File: src/rtl/core/prtp_pkg.sv
// Shared types and constants for the pixel record text parser.
`timescale 1ns / 1ps

package prtp_pkg;

   localparam int NUMBER_WIDTH_DEFAULT = 16;
   localparam int QUEUE_DEPTH_DEFAULT  = 4;

   localparam logic [7:0] CHAR_ZERO      = 8'h30;
   localparam logic [7:0] CHAR_NINE      = 8'h39;
   localparam logic [7:0] CHAR_LF        = 8'h0A;
   localparam logic [7:0] CHAR_CR        = 8'h0D;
   localparam logic [7:0] MARKER_RESET   = 8'h23;

   localparam int FIELD_COUNT  = 6;
   localparam int OUT_WIDTH    = 16;
   localparam int COLOR_WIDTH  = 24;
   localparam int SEEN_WIDTH   = 3;
   localparam int LINE_WIDTH   = 32;
   localparam logic [SEEN_WIDTH-1:0] SEEN_MAX = 3'd7;

   typedef enum logic [1:0] {
      KIND_DIGIT,
      KIND_EOL,
      KIND_OTHER
   } byte_kind_type;

   // One classified byte as it travels from the front to the back.
   typedef struct packed {
      byte_kind_type kind;
      logic          marker;
      logic [3:0]    digit;
   } item_type;

endpackage

File: src/rtl/core/prtp_front.sv
// Front end: accepts text bytes, holds the comment marker and classifies each byte.
`timescale 1ns / 1ps

module prtp_front (
   input  logic              clock,
   input  logic              reset,
   input  logic              req_valid,
   input  logic [7:0]        req_data_byte,
   output logic              req_stall,
   input  logic              csr_wr_en,
   input  logic [7:0]        csr_wr_data,
   input  logic              queue_full,
   output logic              push,
   output prtp_pkg::item_type push_item
);
   import prtp_pkg::*;

   logic [7:0] marker_ff;
   logic [7:0] marker_in;
   logic       is_eol;
   logic       is_digit;

   always_comb begin
      marker_in = csr_wr_en ? csr_wr_data : marker_ff;
   end

   always_ff @(posedge clock) begin
      if (reset) begin
         marker_ff <= MARKER_RESET;
      end else begin
         marker_ff <= marker_in;
      end
   end

   assign is_eol   = (req_data_byte == CHAR_LF) || (req_data_byte == CHAR_CR);
   assign is_digit = (req_data_byte >= CHAR_ZERO) && (req_data_byte <= CHAR_NINE);

   always_comb begin
      push_item.marker = (req_data_byte == marker_ff);
      push_item.digit  = 4'(req_data_byte - CHAR_ZERO);
      priority if (is_eol) begin
         push_item.kind = KIND_EOL;
      end else if (is_digit) begin
         push_item.kind = KIND_DIGIT;
      end else begin
         push_item.kind = KIND_OTHER;
      end
   end

   assign req_stall = queue_full;
   assign push      = req_valid && !queue_full;

endmodule

File: src/rtl/core/prtp_queue.sv
// Short queue of classified bytes between the front end and the back end.
`timescale 1ns / 1ps

module prtp_queue #(
   parameter int DEPTH = prtp_pkg::QUEUE_DEPTH_DEFAULT
) (
   input  logic               clock,
   input  logic               reset,
   input  logic               push,
   input  prtp_pkg::item_type push_item,
   output logic               full,
   input  logic               pop,
   output logic               pop_valid,
   output prtp_pkg::item_type pop_item
);
   import prtp_pkg::*;

   localparam int PTR_WIDTH = (DEPTH > 1) ? $clog2(DEPTH) : 1;
   localparam int CNT_WIDTH = $clog2(DEPTH + 1);

   item_type               mem [DEPTH];
   logic [PTR_WIDTH-1:0]   wr_ptr_ff, wr_ptr_in;
   logic [PTR_WIDTH-1:0]   rd_ptr_ff, rd_ptr_in;
   logic [CNT_WIDTH-1:0]   count_ff, count_in;

   function automatic logic [PTR_WIDTH-1:0] next_ptr(input logic [PTR_WIDTH-1:0] p);
      next_ptr = (p == PTR_WIDTH'(DEPTH - 1)) ? '0 : p + 1'b1;
   endfunction

   always_comb begin
      wr_ptr_in = push ? next_ptr(wr_ptr_ff) : wr_ptr_ff;
      rd_ptr_in = pop ? next_ptr(rd_ptr_ff) : rd_ptr_ff;
      count_in  = count_ff + CNT_WIDTH'(push) - CNT_WIDTH'(pop);
   end

   always_ff @(posedge clock) begin
      if (reset) begin
         wr_ptr_ff <= '0;
         rd_ptr_ff <= '0;
         count_ff  <= '0;
      end else begin
         wr_ptr_ff <= wr_ptr_in;
         rd_ptr_ff <= rd_ptr_in;
         count_ff  <= count_in;
      end
   end

   always_ff @(posedge clock) begin
      if (push) begin
         mem[wr_ptr_ff] <= push_item;
      end
   end

   assign full      = (count_ff == CNT_WIDTH'(DEPTH));
   assign pop_valid = (count_ff != '0);
   assign pop_item  = mem[rd_ptr_ff];

endmodule

File: src/rtl/core/prtp_back.sv
// Back end: runs the line parser on classified bytes and holds the result register.
`timescale 1ns / 1ps

module prtp_back #(
   parameter int NUMBER_WIDTH = prtp_pkg::NUMBER_WIDTH_DEFAULT
) (
   input  logic                                clock,
   input  logic                                reset,
   input  logic                                pop_valid,
   input  prtp_pkg::item_type                  pop_item,
   output logic                                pop,
   output logic                                rsp_valid,
   input  logic                                rsp_stall,
   output logic [prtp_pkg::OUT_WIDTH-1:0]      rsp_column,
   output logic [prtp_pkg::OUT_WIDTH-1:0]      rsp_row,
   output logic [prtp_pkg::OUT_WIDTH-1:0]      rsp_red,
   output logic [prtp_pkg::OUT_WIDTH-1:0]      rsp_green,
   output logic [prtp_pkg::OUT_WIDTH-1:0]      rsp_blue,
   output logic [prtp_pkg::OUT_WIDTH-1:0]      rsp_alpha,
   output logic [prtp_pkg::COLOR_WIDTH-1:0]    rsp_packed_color,
   output logic [prtp_pkg::SEEN_WIDTH-1:0]     rsp_numbers_seen,
   output logic [prtp_pkg::LINE_WIDTH-1:0]     rsp_line_count
);
   import prtp_pkg::*;

   localparam logic [1:0] MODE_LINE_START = 2'd0;
   localparam logic [1:0] MODE_RECORD     = 2'd1;
   localparam logic [1:0] MODE_COMMENT    = 2'd2;

   localparam int WIDE_WIDTH = NUMBER_WIDTH + 4;
   localparam int EXT_WIDTH  = (NUMBER_WIDTH > OUT_WIDTH) ? NUMBER_WIDTH : OUT_WIDTH;
   localparam logic [NUMBER_WIDTH-1:0] NUMBER_MAX = '1;

   logic [1:0]              mode_ff, mode_in;
   logic [NUMBER_WIDTH-1:0] acc_ff, acc_in;
   logic                    inside_ff, inside_in;
   logic [SEEN_WIDTH-1:0]   cnt_ff, cnt_in;
   logic [NUMBER_WIDTH-1:0] fields_ff [FIELD_COUNT];
   logic [NUMBER_WIDTH-1:0] fields_in [FIELD_COUNT];
   logic [LINE_WIDTH-1:0]   lines_ff, lines_in;

   logic                    advance;
   logic                    emit;
   logic                    eff_inside;
   logic [SEEN_WIDTH-1:0]   eff_cnt;
   logic [WIDE_WIDTH-1:0]   wide_sum;
   logic [NUMBER_WIDTH-1:0] digit_value;
   logic [NUMBER_WIDTH-1:0] committed [FIELD_COUNT];
   logic [SEEN_WIDTH-1:0]   committed_cnt;

   logic                    rsp_valid_ff, rsp_valid_in;
   logic [OUT_WIDTH-1:0]    out_ff [FIELD_COUNT];
   logic [COLOR_WIDTH-1:0]  color_ff;
   logic [SEEN_WIDTH-1:0]   seen_ff;
   logic [LINE_WIDTH-1:0]   line_ff;

   function automatic logic [OUT_WIDTH-1:0] to_out(input logic [NUMBER_WIDTH-1:0] v);
      logic [EXT_WIDTH-1:0] ext;
      ext    = EXT_WIDTH'(v);
      to_out = ext[OUT_WIDTH-1:0];
   endfunction

   // The result register only blocks new work while it is full and held.
   assign advance = !(rsp_valid_ff && rsp_stall);
   assign pop     = pop_valid && advance;

   // A record begun at line start sees a cleared record state.
   assign eff_inside = (mode_ff == MODE_LINE_START) ? 1'b0 : inside_ff;
   assign eff_cnt    = (mode_ff == MODE_LINE_START) ? '0 : cnt_ff;

   assign digit_value = NUMBER_WIDTH'(pop_item.digit);
   assign wide_sum    = (WIDE_WIDTH'(acc_ff) << 3) + (WIDE_WIDTH'(acc_ff) << 1)
                      + WIDE_WIDTH'(pop_item.digit);

   always_comb begin
      for (int i = 0; i < FIELD_COUNT; i++) begin
         committed[i] = (eff_inside && (eff_cnt == SEEN_WIDTH'(i))) ? acc_ff : fields_ff[i];
      end
      committed_cnt = (eff_inside && (eff_cnt != SEEN_MAX)) ? eff_cnt + 1'b1 : eff_cnt;
   end

   always_comb begin
      mode_in   = mode_ff;
      acc_in    = acc_ff;
      inside_in = inside_ff;
      cnt_in    = cnt_ff;
      lines_in  = lines_ff;
      emit      = 1'b0;
      for (int i = 0; i < FIELD_COUNT; i++) begin
         fields_in[i] = fields_ff[i];
      end
      if (pop) begin
         unique case (mode_ff)
            MODE_COMMENT: begin
               if (pop_item.kind == KIND_EOL) begin
                  lines_in = lines_ff + 1'b1;
                  mode_in  = MODE_LINE_START;
               end
            end
            MODE_LINE_START, MODE_RECORD: begin
               if ((mode_ff == MODE_LINE_START) && (pop_item.kind == KIND_EOL)) begin
                  mode_in = MODE_LINE_START;
               end else if ((mode_ff == MODE_LINE_START) && pop_item.marker) begin
                  mode_in = MODE_COMMENT;
               end else if (pop_item.kind == KIND_DIGIT) begin
                  mode_in   = MODE_RECORD;
                  inside_in = 1'b1;
                  cnt_in    = eff_cnt;
                  if (!eff_inside) begin
                     acc_in = digit_value;
                  end else if (wide_sum > WIDE_WIDTH'(NUMBER_MAX)) begin
                     acc_in = NUMBER_MAX;
                  end else begin
                     acc_in = wide_sum[NUMBER_WIDTH-1:0];
                  end
               end else if (pop_item.kind == KIND_EOL) begin
                  emit      = 1'b1;
                  lines_in  = lines_ff + 1'b1;
                  mode_in   = MODE_LINE_START;
                  acc_in    = '0;
                  inside_in = 1'b0;
                  cnt_in    = '0;
                  for (int i = 0; i < FIELD_COUNT; i++) begin
                     fields_in[i] = '0;
                  end
               end else begin
                  mode_in   = MODE_RECORD;
                  acc_in    = '0;
                  inside_in = 1'b0;
                  cnt_in    = committed_cnt;
                  for (int i = 0; i < FIELD_COUNT; i++) begin
                     fields_in[i] = committed[i];
                  end
               end
            end
            default: begin
               mode_in = MODE_LINE_START;
            end
         endcase
      end
   end

   always_ff @(posedge clock) begin
      if (reset) begin
         mode_ff   <= MODE_LINE_START;
         acc_ff    <= '0;
         inside_ff <= 1'b0;
         cnt_ff    <= '0;
         lines_ff  <= '0;
         for (int i = 0; i < FIELD_COUNT; i++) begin
            fields_ff[i] <= '0;
         end
      end else begin
         mode_ff   <= mode_in;
         acc_ff    <= acc_in;
         inside_ff <= inside_in;
         cnt_ff    <= cnt_in;
         lines_ff  <= lines_in;
         for (int i = 0; i < FIELD_COUNT; i++) begin
            fields_ff[i] <= fields_in[i];
         end
      end
   end

   assign rsp_valid_in = advance ? emit : rsp_valid_ff;

   always_ff @(posedge clock) begin
      if (reset) begin
         rsp_valid_ff <= 1'b0;
      end else begin
         rsp_valid_ff <= rsp_valid_in;
      end
   end

   always_ff @(posedge clock) begin
      if (emit) begin
         for (int i = 0; i < FIELD_COUNT; i++) begin
            out_ff[i] <= to_out(committed[i]);
         end
         color_ff <= {committed[2][7:0], committed[3][7:0], committed[4][7:0]};
         seen_ff  <= committed_cnt;
         line_ff  <= lines_ff + 1'b1;
      end
   end

   assign rsp_valid        = rsp_valid_ff;
   assign rsp_column       = out_ff[0];
   assign rsp_row          = out_ff[1];
   assign rsp_red          = out_ff[2];
   assign rsp_green        = out_ff[3];
   assign rsp_blue         = out_ff[4];
   assign rsp_alpha        = out_ff[5];
   assign rsp_packed_color = color_ff;
   assign rsp_numbers_seen = seen_ff;
   assign rsp_line_count   = line_ff;

   // A new result always carries the line count that the parser has just reached.
   assert property (@(posedge clock) disable iff (reset)
      emit |=> (rsp_valid_ff && (rsp_line_count == lines_ff)))
      else $error("result line count does not match the parser line count");

   // The record state is always clear while waiting at the start of a line.
   assert property (@(posedge clock) disable iff (reset)
      (mode_ff == MODE_LINE_START) |-> (!inside_ff && (cnt_ff == '0) && (acc_ff == '0)))
      else $error("record state not clear at line start");

   // No request is consumed while a held result blocks the output register.
   assert property (@(posedge clock) disable iff (reset)
      (rsp_valid_ff && rsp_stall) |-> !pop)
      else $error("request consumed while the result register is held");

   // Comment lines count a line but never produce a result.
   assert property (@(posedge clock) disable iff (reset)
      (mode_ff == MODE_COMMENT) |-> !emit)
      else $error("result produced from a comment line");

endmodule

File: src/rtl/core/pixel_record_text_parser.sv
// Top level of the pixel record text parser: front end, byte queue and back end.
`timescale 1ns / 1ps
// An accepted byte goes into the byte queue; the back end pops it and registers any result.
// Throughput: one request per cycle; the back end pops one queued byte whenever the
// result register is empty or being taken, and the front stalls only when the queue is full.
// Reset is synchronous and active high: the parser returns to line start, counters and
// fields clear, the queue empties and the comment marker returns to '#'.

module pixel_record_text_parser #(
   parameter int NUMBER_WIDTH = prtp_pkg::NUMBER_WIDTH_DEFAULT,
   parameter int QUEUE_DEPTH  = prtp_pkg::QUEUE_DEPTH_DEFAULT
) (
   input  logic                             clock,
   input  logic                             reset,
   input  logic                             req_valid,
   input  logic [7:0]                       req_data_byte,
   output logic                             req_stall,
   output logic                             rsp_valid,
   input  logic                             rsp_stall,
   output logic [prtp_pkg::OUT_WIDTH-1:0]   rsp_column,
   output logic [prtp_pkg::OUT_WIDTH-1:0]   rsp_row,
   output logic [prtp_pkg::OUT_WIDTH-1:0]   rsp_red,
   output logic [prtp_pkg::OUT_WIDTH-1:0]   rsp_green,
   output logic [prtp_pkg::OUT_WIDTH-1:0]   rsp_blue,
   output logic [prtp_pkg::OUT_WIDTH-1:0]   rsp_alpha,
   output logic [prtp_pkg::COLOR_WIDTH-1:0] rsp_packed_color,
   output logic [prtp_pkg::SEEN_WIDTH-1:0]  rsp_numbers_seen,
   output logic [prtp_pkg::LINE_WIDTH-1:0]  rsp_line_count,
   input  logic                             csr_wr_en,
   input  logic [7:0]                       csr_wr_data
);
   import prtp_pkg::*;

   // Handshake between the front end and the queue. The front only classifies:
   // whether a byte ends a line, is a digit, or matches the comment marker.
   logic     push;
   item_type push_item;
   logic     queue_full;

   // Handshake between the queue and the back end, which owns all line state.
   logic     pop;
   logic     pop_valid;
   item_type pop_item;

   prtp_front u_front (
      .clock         (clock),
      .reset         (reset),
      .req_valid     (req_valid),
      .req_data_byte (req_data_byte),
      .req_stall     (req_stall),
      .csr_wr_en     (csr_wr_en),
      .csr_wr_data   (csr_wr_data),
      .queue_full    (queue_full),
      .push          (push),
      .push_item     (push_item)
   );

   // The queue decouples the two sides, so a held result does not stall the
   // request side until the queue has filled.
   prtp_queue #(
      .DEPTH (QUEUE_DEPTH)
   ) u_queue (
      .clock     (clock),
      .reset     (reset),
      .push      (push),
      .push_item (push_item),
      .full      (queue_full),
      .pop       (pop),
      .pop_valid (pop_valid),
      .pop_item  (pop_item)
   );

   // The back end accumulates numbers with a shift-and-add multiply by ten,
   // saturating at the largest value of the number width, and registers each
   // finished record in its output register.
   prtp_back #(
      .NUMBER_WIDTH (NUMBER_WIDTH)
   ) u_back (
      .clock            (clock),
      .reset            (reset),
      .pop_valid        (pop_valid),
      .pop_item         (pop_item),
      .pop              (pop),
      .rsp_valid        (rsp_valid),
      .rsp_stall        (rsp_stall),
      .rsp_column       (rsp_column),
      .rsp_row          (rsp_row),
      .rsp_red          (rsp_red),
      .rsp_green        (rsp_green),
      .rsp_blue         (rsp_blue),
      .rsp_alpha        (rsp_alpha),
      .rsp_packed_color (rsp_packed_color),
      .rsp_numbers_seen (rsp_numbers_seen),
      .rsp_line_count   (rsp_line_count)
   );

endmodule
File: config.mk
export PLATFORM = sky130hd
export DESIGN_NAME = pixel_record_text_parser
export DESIGN_NICKNAME = d
export VERILOG_FILES = /design/src/rtl/core/prtp_pkg.sv /design/src/rtl/core/prtp_front.sv /design/src/rtl/core/prtp_queue.sv /design/src/rtl/core/prtp_back.sv /design/src/rtl/core/pixel_record_text_parser.sv
export SDC_FILE = /design/constraint.sdc
export NUM_CORES = 1
export LEC_CHECK = 0
export BUFFER_PORTS_ARGS = -buffer_cell sky130_fd_sc_hd__buf_2
export CAP_MARGIN = 10
export CORE_UTILIZATION = 55
export CTS_CLUSTER_DIAMETER = 200
export CTS_CLUSTER_SIZE = 30
export DETAILED_ROUTE_END_ITERATION = 7
export PLACE_DENSITY = 0.82
export SLEW_MARGIN = 15
export SYNTH_ARGS = -nofsm -noshare
export SYNTH_HDL_FRONTEND = slang
export SYNTH_SLANG_ARGS = --single-unit
export TNS_END_PERCENT = 10
File: constraint.sdc
create_clock -name clock -period 32 [get_ports clock]
set_input_delay 1.6 -clock clock [delete_from_list [all_inputs] [get_ports clock]]
set_output_delay 1.6 -clock clock [all_outputs]
set_load 0.05 [all_outputs]
==> summary.md, run 1 <==
| Metric | Value |
|---|---|
| Slowest cell on crit path | `dfxtp_1` |
| Max Fanout on Critical Path | `13` |
| Worst-Skew Late Latency | `510 ps` |
| # nets final | `1260` |
| Worst vdd ir | `0.0740 mV` |
| Avg Inst Size Synth | `13.0 um2` |
| Setup CP Type | `register to register` |
| Most numerous cell in the Yosys netlist | `dfxtp_1` |
| Postcts setup bufs | `0` |
| Yosys warnings | `0` |
| DR vias | `9057` |
| Initial DRT Pass Iterations | `7` |
| Initial Util | `55.8%` |
| Largest net degree at the start of global routing | `100` |
| Critical Path Start Type | `register` |
| Vias in the first global route | `8491` |
| Max cap viols | `0` |
| HP Class | `register to register` |
| CP peak stage delay | `650 ps` |
| Fin. max-slew vios | `0` |
| Commonest cells in the synthesized netlist | `168 x dfxtp_1, 159 x edfxtp_1, 96 x a32o_1` |
| Core Area | `25100 um2` |
| Via density | `5.92` |
| Gr usage total | `21.6%` |
| Placed instance count | `1505` |
| PwrDens | `55.2 nW/um2` |
| Worst-path cell chain | `mux4_2 > fa_1 > fa_1 > a211oi_1 > o21ai_0 > a211oi_1 > nor2_1 > xor2_1 > o31a_1 > a221o_1` |
| Overflow after GRT | `0` |
| Synthesized area | `14000 um2` |
| Clk slew on worst S/H paths | `120 ps` |
| Share of cells above drive strength 1 | `26.7%` |
| Setup TNS Final | `0 ps` |
| CTS tree | `built` |
| Flop-to-flop setup slack | `27840 ps` |
| Power, Total | `0.845 mW` |
| Area contributors post-synth | `edfxtp_1 34%, dfxtp_1 24%, mux2_2 7.5%` |
| Seq/Total Area, Yosys | `58.1%` |
| Final wirelength | `28700 um` |
| Pin slew with the least headroom to its limit | `1110 ps` |
| Hold Buf Count CTS | `0` |
| DP Wirelength | `18400 um` |
| Post-synth EDFFs | `159` |
| Leakage | `6.22 nW` |
| Post-synth top area cell | `edfxtp_1` |
| First-pass GRT wire length | `45000 um` |
| Gpl congestion | `0.896` |
| Row count | `58` |
| DR WL/cell | `18.8 um` |
| CP arrival | `4560 ps` |
| Final hold vios | `0` |
| Initial antenna violation count | `0` |
| Achievable Freq | `0.240 GHz` |
| Die H | `162 um` |
| Area share of the largest cell type after synthesis | `34.1%` |
| Syn Nets | `1149` |
| Num Clock Sinks | `327` |
| Post-CTS sizing | `0` |
| I/O pins | `178` |
| Ant. Diodes | `0` |
| Initial drt markers | `723` |
| Crit-path leading delay family | `compound AO/OA/AOI/OAI gates` |
| Num CTS Buffers | `14` |
| Clock Path Buffers | `3` |
| IO Port Bufs | `177` |
| Ys flop type | `dfxtp_1` |
| H-tree depth | `1` |
| Flops & latches, synth | `327` |
| Die Span X | `162 um` |
| Synth cell types | `64` |
| Filler instances | `1962` |
| Setup violators final | `0` |
| Final min period | `4160 ps` |
| Area growth, synth to finish | `9.37%` |
| Worst setup EP type | `register` |
| Layout Cells excl Fill | `1529` |
| Async S/R FF share, synth | `0%` |
| Drt drc | `0` |
| Cell count after synthesis | `1080` |
| CTS Root Cell | `clkbuf_16` |
| Final clock skew | `25.5 ps` |
| Buffer and inverter count on the worst path | `0` |
| Fin crit share | `13.0%` |
| Die area | `26100 um2` |
| Max-Slew Margin vs Limit | `25.9%` |
| ANT nets after route | `0` |
| Req. time, crit path | `32400 ps` |
| Status | `finished clean` |
| RSZ-0062 raised after global routing | `false` |
routing by layer:
metal | global-route usage (%) | vias to the layer above | routed length (um)
met1 | 30.0 | 4464 | 12900
met2 | 36.2 | 288 | 13800
met4 | 4.93 | 0 | 546
met3 | 2.67 | 30 | 1470
li1 | - | 4275 | -
met5 | 0 | - | 0
stage by stage:
stage | setup slack [ps] | cell area (um2) | util (%) | hold WS [ps]
global placement | 27800 | 14900 | 59.4 | 440
global route | 27570 | 15300 | 61.0 | 484
detailed placement | 27750 | 14900 | 59.4 | 448
finish | 27840 | 15300 | 61.0 | 476
CTS | 27850 | 15300 | 61.0 | 476
floorplan | 16460 | 14000 | - | 436
cell usage in the layout, fill, tap and decap left out, types with 3 or more instances in the layout:
master and count:
buf_2 177, dfxtp_1 168, edfxtp_1 159, a32o_1 96, mux2_2 93, nor2_1 54, nand2_1 48, ha_1 45
xnor2_1 42, xor2_1 32, o21ai_0 32, a21oi_1 32, inv_1 17, nand3_1 17, clkbuf_16 15, a221o_1 14
or3_1 13, and2_1 12, nor3_1 12, mux2i_1 12, clkbuf_1 8, mux4_2 7, a22oi_1 7, a211oi_1 7
nand4_1 6, nor2b_1 6, buf_4 6, and3_1 5, o22ai_1 4, o21a_1 4, a21o_1 4, or2_2 3
nand2b_1 3, fa_1 3
flip-flops by register name, indices dropped and copies added (netlist names), 3 cells and up, named ones only:
signal                   count
u_back.cnt_ff                3
u_back.rsp_numbers_seen      3
u_back.fields_ff            96
u_back.out_ff               73
u_queue.mem                 28
u_queue.count_ff             3
u_back.lines_ff             32
u_back.rsp_line_count       32
u_back.acc_ff               16
u_back.rsp_packed_color     23
u_front.marker_ff            8
cell type report:
class / instances / area (um2) / share of cell area (%)
sequential: 327 / 8140 / 53.1
tap: 330 / 413 / 2.69
clock inverter: 1 / 5.00 / 0.0327
clock buffer: 23 / 405 / 2.64
multi-input combinational: 647 / 5370 / 35.0
timing repair buffer: 183 / 931 / 6.07
inverter: 18 / 67.6 / 0.441
report_power, final:
part	switching, mW	internal (mW)
Clock	0.125	0.0890
Sequential	0.0167	0.453
Combinational	0.120	0.0422
worst paths after layout:
kind                           start                      end  cells past startpoint
max                         register        u_back.acc_ff[11]                     10
max reg2reg                 register        u_back.acc_ff[11]                     10
min reg2reg  u_back.fields_ff[2][11]  u_back.fields_ff[2][11]                      1
min          u_back.fields_ff[2][11]  u_back.fields_ff[2][11]                      1
worst reg2reg max path: stages, from the launching register on:
cell      delay (ps)
dfxtp_1          650
mux4_2           600
fa_1             510
fa_1             500
a211oi_1         320
o21ai_0          210
a211oi_1         260
nor2_1            90
xor2_1           160
o31a_1           440
a221o_1          320
cells by family after synthesis:
group,synth area share (%)
muxes,9.45
AOI/OAI and AO/OA,12.4
xor gates and xnor gates,4.62
buffers and inverters,3.75
adders and majority gates,4.45
DFF,58.1
and+or+nand+nor,7.25
Note: power is estimated with default switching activity, not from simulation.
==> run 2, diff against run 1 <==
--- a/config.mk
+++ b/config.mk
@@ -5,13 +5,14 @@
 export SDC_FILE = /design/constraint.sdc
 export NUM_CORES = 1
 export LEC_CHECK = 0
+export ABC_AREA = 1
 export BUFFER_PORTS_ARGS = -buffer_cell sky130_fd_sc_hd__buf_2
 export CAP_MARGIN = 10
-export CORE_UTILIZATION = 55
+export CORE_UTILIZATION = 53
 export CTS_CLUSTER_DIAMETER = 200
 export CTS_CLUSTER_SIZE = 30
 export DETAILED_ROUTE_END_ITERATION = 7
-export PLACE_DENSITY = 0.82
+export PLACE_DENSITY = 0.83
 export SLEW_MARGIN = 15
 export SYNTH_ARGS = -nofsm -noshare
 export SYNTH_HDL_FRONTEND = slang
==> constraint.sdc (replaced) <==
create_clock -name clock -period 3.5 [get_ports clock]
set_input_delay 0.175 -clock clock [delete_from_list [all_inputs] [get_ports clock]]
set_output_delay 0.175 -clock clock [all_outputs]
set_load 0.05 [all_outputs]
==> run 2 against run 1 <==
Setup slack lost 28000 ps. Total power grew to 10 times the previous value. Critical path depth grew 7. Sequential power grew to 9.4 times the previous value. Fmax grew 29%. Global-route usage grew 1.7 points. Flip-flop and latch count is the same. Count of clock-buffer cells in the layout is the same. Critical path type unchanged. Largest power group unchanged. Highest routed layer unchanged.
==> summary.md, run 2 <==
| Metric | Value |
|---|---|
| Async S/R FF share, synth | `0% (unchanged)` |
| Most numerous cell in the Yosys netlist | `nand2_1` |
| WL met2 | `16200 um (+18%)` |
| Initial antenna violation count | `0 (unchanged)` |
| Share of cells above drive strength 1 | `14.1% (-13 points)` |
| Fin crit share | `91.9% (+79 points)` |
| Area share of the largest cell type after synthesis | `32.7% (-1.4 points)` |
| Final clock skew | `19.9 ps (-5.55 ps)` |
| Leakage | `6.28 nW (+0.93%)` |
| Post-synth top area cell | `edfxtp_1` |
| Worst-Skew Late Latency | `510 ps (about the same)` |
| Setup CP Type | `register to register` |
| I/O pins | `178 (unchanged)` |
| Die H | `168 um (+4.0%)` |
| Via density | `5.43 (-8.4%)` |
| Cell count after synthesis | `1617 (+50%)` |
| Area growth, synth to finish | `11.2%` |
| Max Fanout on Critical Path | `15 (+2)` |
| Pin slew with the least headroom to its limit | `809 ps (-302 ps)` |
| Initial drt markers | `1346 (+86%)` |
| RSZ-0062 raised after global routing | `false` |
| Core Area | `27000 um2 (+7.6%)` |
| Critical Path Start Type | `register` |
| Fin area | `16300 um2 (+6.0%)` |
| Vias in the first global route | `10.4k (+23%)` |
| PwrDens | `539 nW/um2 (+880%)` |
| Flop-to-flop setup slack | `280 ps (-27560 ps)` |
| CP peak stage delay | `510 ps (-140 ps)` |
| Fin. max-slew vios | `0 (unchanged)` |
| Final wirelength | `33500 um (+17%)` |
| Syn Nets | `1686 (+47%)` |
| DP Wirelength | `22600 um (+23%)` |
| Status | `finished clean` |
| Largest net degree at the start of global routing | `97 (-3.0%)` |
| CP arrival | `3600 ps (-960 ps)` |
| CP dominant cell by count | `nand2_1` |
| Ant. Diodes | `0 (unchanged)` |
| Achievable Freq | `0.311 GHz (+29%)` |
| Num CTS Buffers | `14 (unchanged)` |
| # nets final | `1821 (+45%)` |
| Overflow after GRT | `0 (unchanged)` |
| Slowest cell on crit path | `fa_1` |
| Biggest register | `u_back.fields_ff` |
| M1 WL | `14300 um (+11%)` |
| Worst setup EP type | `register` |
| Flops & latches, synth | `327 (unchanged)` |
| Post-synth EDFFs | `159 (unchanged)` |
| HP Class | `input pin to register` |
| Placed Instance Area | `15700 um2 (+4.9%)` |
| Max layer used | `met4` |
| Max FFs per register | `96 (unchanged)` |
| Initial DRT Pass Iterations | `5 (-2)` |
| DR vias | `11.4k (+26%)` |
| Regs by FF count | `u_back.fields_ff x96, u_back.out_ff x73` |
| CTS Root Cell | `clkbuf_16` |
| First-pass GRT wire length | `53100 um (+18%)` |
| Setup violators final | `0 (unchanged)` |
| Gpl congestion | `0.922 (+3.0%)` |
| Clk slew on worst S/H paths | `120 ps (about the same)` |
| Num Clock Sinks | `327 (unchanged)` |
| ANT nets after route | `0 (unchanged)` |
| Gr usage total | `23.3% (+1.7 points)` |
| Synthesized area | `14600 um2 (+4.3%)` |
| Yosys warnings | `0 (unchanged)` |
| Crit-path leading delay family | `simple AND/OR/NAND/NOR gates` |
| Worst vdd ir | `0.520 mV (+600%)` |
| HP Start | `csr_wr_en` |
| Row count | `60 (+3.4%)` |
| IO Port Bufs | `177 (unchanged)` |
| Die area | `28300 um2 (+8.1%)` |
| Final hold vios | `0 (unchanged)` |
| Worst-path cell chain | `inv_2 > o21ai_0 > o22ai_1 > fa_1 > fa_1 > nand2_1 > nand2_1 > nand3b_1 > nand2_1 > nand2_1 > nand2_1 > nand2_1 > nand2_1 > nor2_2 > nand2_1 > nand2_4 > a21oi_1` |
| Leading cell types in the layout, fill and taps excluded | `272 x nand2_1, 206 x o21ai_0, 197 x inv_1, 177 x buf_2, 165 x dfxtp_1` |
| Buffer and inverter count on the worst path | `1 (+1)` |
| Clock Path Buffers | `3 (unchanged)` |
| Max cap viols | `0 (unchanged)` |
| Most common cell after layout, fill and taps aside | `nand2_1` |
| Synth cell types | `42 (-34%)` |
| Req. time, crit path | `3880 ps (-28520 ps)` |
| Die Span X | `168 um (+4.0%)` |
| Drt drc | `0 (unchanged)` |
| H-tree depth | `1 (unchanged)` |
| Avg Inst Size Synth | `9.04 um2 (-30%)` |
| Initial Util | `54.1% (-1.7 points)` |
| Seq/Total Area, Yosys | `55.7% (-2.4 points)` |
| Final min period | `3220 ps (-945 ps)` |
| Area contributors post-synth | `edfxtp_1 33%, dfxtp_1 23%, nand2_1 7.1%` |
| DR WL/cell | `15.9 um (-15%)` |
| Max-Slew Margin vs Limit | `45.9% (+20 points)` |
| Ys flop type | `dfxtp_1` |
| CTS tree | `built` |
| Commonest cells in the synthesized netlist | `275 x nand2_1, 206 x o21ai_0, 197 x inv_1` |
| WL met3 | `1740 um (+18%)` |
| Power, Total | `8.76 mW (+940%)` |
## run 2: cell types whose count changed in the layout (fill, tap and decap cells not counted), moves of 17 or more
cell | before | now
o21ai_0 | 32 | 206
a32o_1 | 96 | 0
a21oi_1 | 32 | 49
inv_1 | 17 | 197
xnor2_1 | 42 | 12
mux2_2 | 93 | 0
nand3_1 | 17 | 136
nor2_1 | 54 | 109
nand2_1 | 48 | 272
o21ai_1 | 1 | 37
dlygate4sd3_1 | 0 | 17
## run 2: path summary, 6_finish.rpt
kind                            cells after the start                endpoint
worst min register to register                      2  u_back.fields_ff[2][2]
worst min-delay path                                3    u_front.marker_ff[7]
worst max register to register                     17        u_back.acc_ff[9]
worst max-delay path                               17        u_back.acc_ff[9]
## run 2: power breakdown
part           total (mW)  internal (mW)  switching [mW]
sequential           4.42           4.25           0.172
clock                1.95          0.814            1.13
combinational        2.38          0.570            1.81
total                8.76           5.64            3.12
## run 2: final cells by class
type,count,area (um2)
Fill cell,2252,10800
Sequential cell,327,8140
Multi-Input combinational cell,993,5260
Timing Repair Buffer,211,1250
Inverter,205,769
Tap cell,341,427
Clock buffer,23,405
Clock inverter,1,5.00
## run 2: per-layer routing
metal / GRT usage [%] / up-vias
li1: - / 5610
met1: 30.1 / 5307
met2: 39.9 / 428
met3: 2.54 / 61
met4: 10.0 / 0
met5: 0 / -
## run 2: through the flow
| step | TNS, ps | cells | hold slack [ps] | util [%] | setup WS (ps) |
|---|---|---|---|---|---|
| 2_1_floorplan | -102540 | 1617 | 274 | - | -778 |
| 3_3_place_gp | 0 | 2060 | 391 | 57.9 | 258 |
| 3_5_place_dp | 0 | 2060 | 397 | 57.9 | 125 |
| 4_1_cts | 0 | 2101 | 4.29 | 60.1 | 105 |
| 5_1_grt | 0 | 2101 | 47.2 | 60.1 | 0.285 |
| 6_report | 0 | 2101 | 26.9 | 60.1 | 284 |
## run 2: repair_timing
action,in CTS,in global routing
hold buffers,17,0
buffers inserted,0,0
setup endpoints to repair,0,13
gates resized for setup,0,5
endpoints found under the hold margin,26,0
## run 2: cells by family (layout without fill, tap and decap cells)
family,after synthesis,count (layout),synth area share (%)
AND/OR/NAND/NOR,576,576,16.9
flip-flops,327,327,55.7
AO/OA/AOI/OAI,326,326,11.8
buffers and inverters,297,440,8.77
adder cells (fa/ha/maj),48,48,4.26
XOR/XNOR,43,43,2.58
## run 2: worst min-delay path: cells and delay by family
family                 cells  cell delay, ps
and+or+nand+nor            1              90
AOI/OAI and AO/OA          1              90
buffers and inverters      1             150
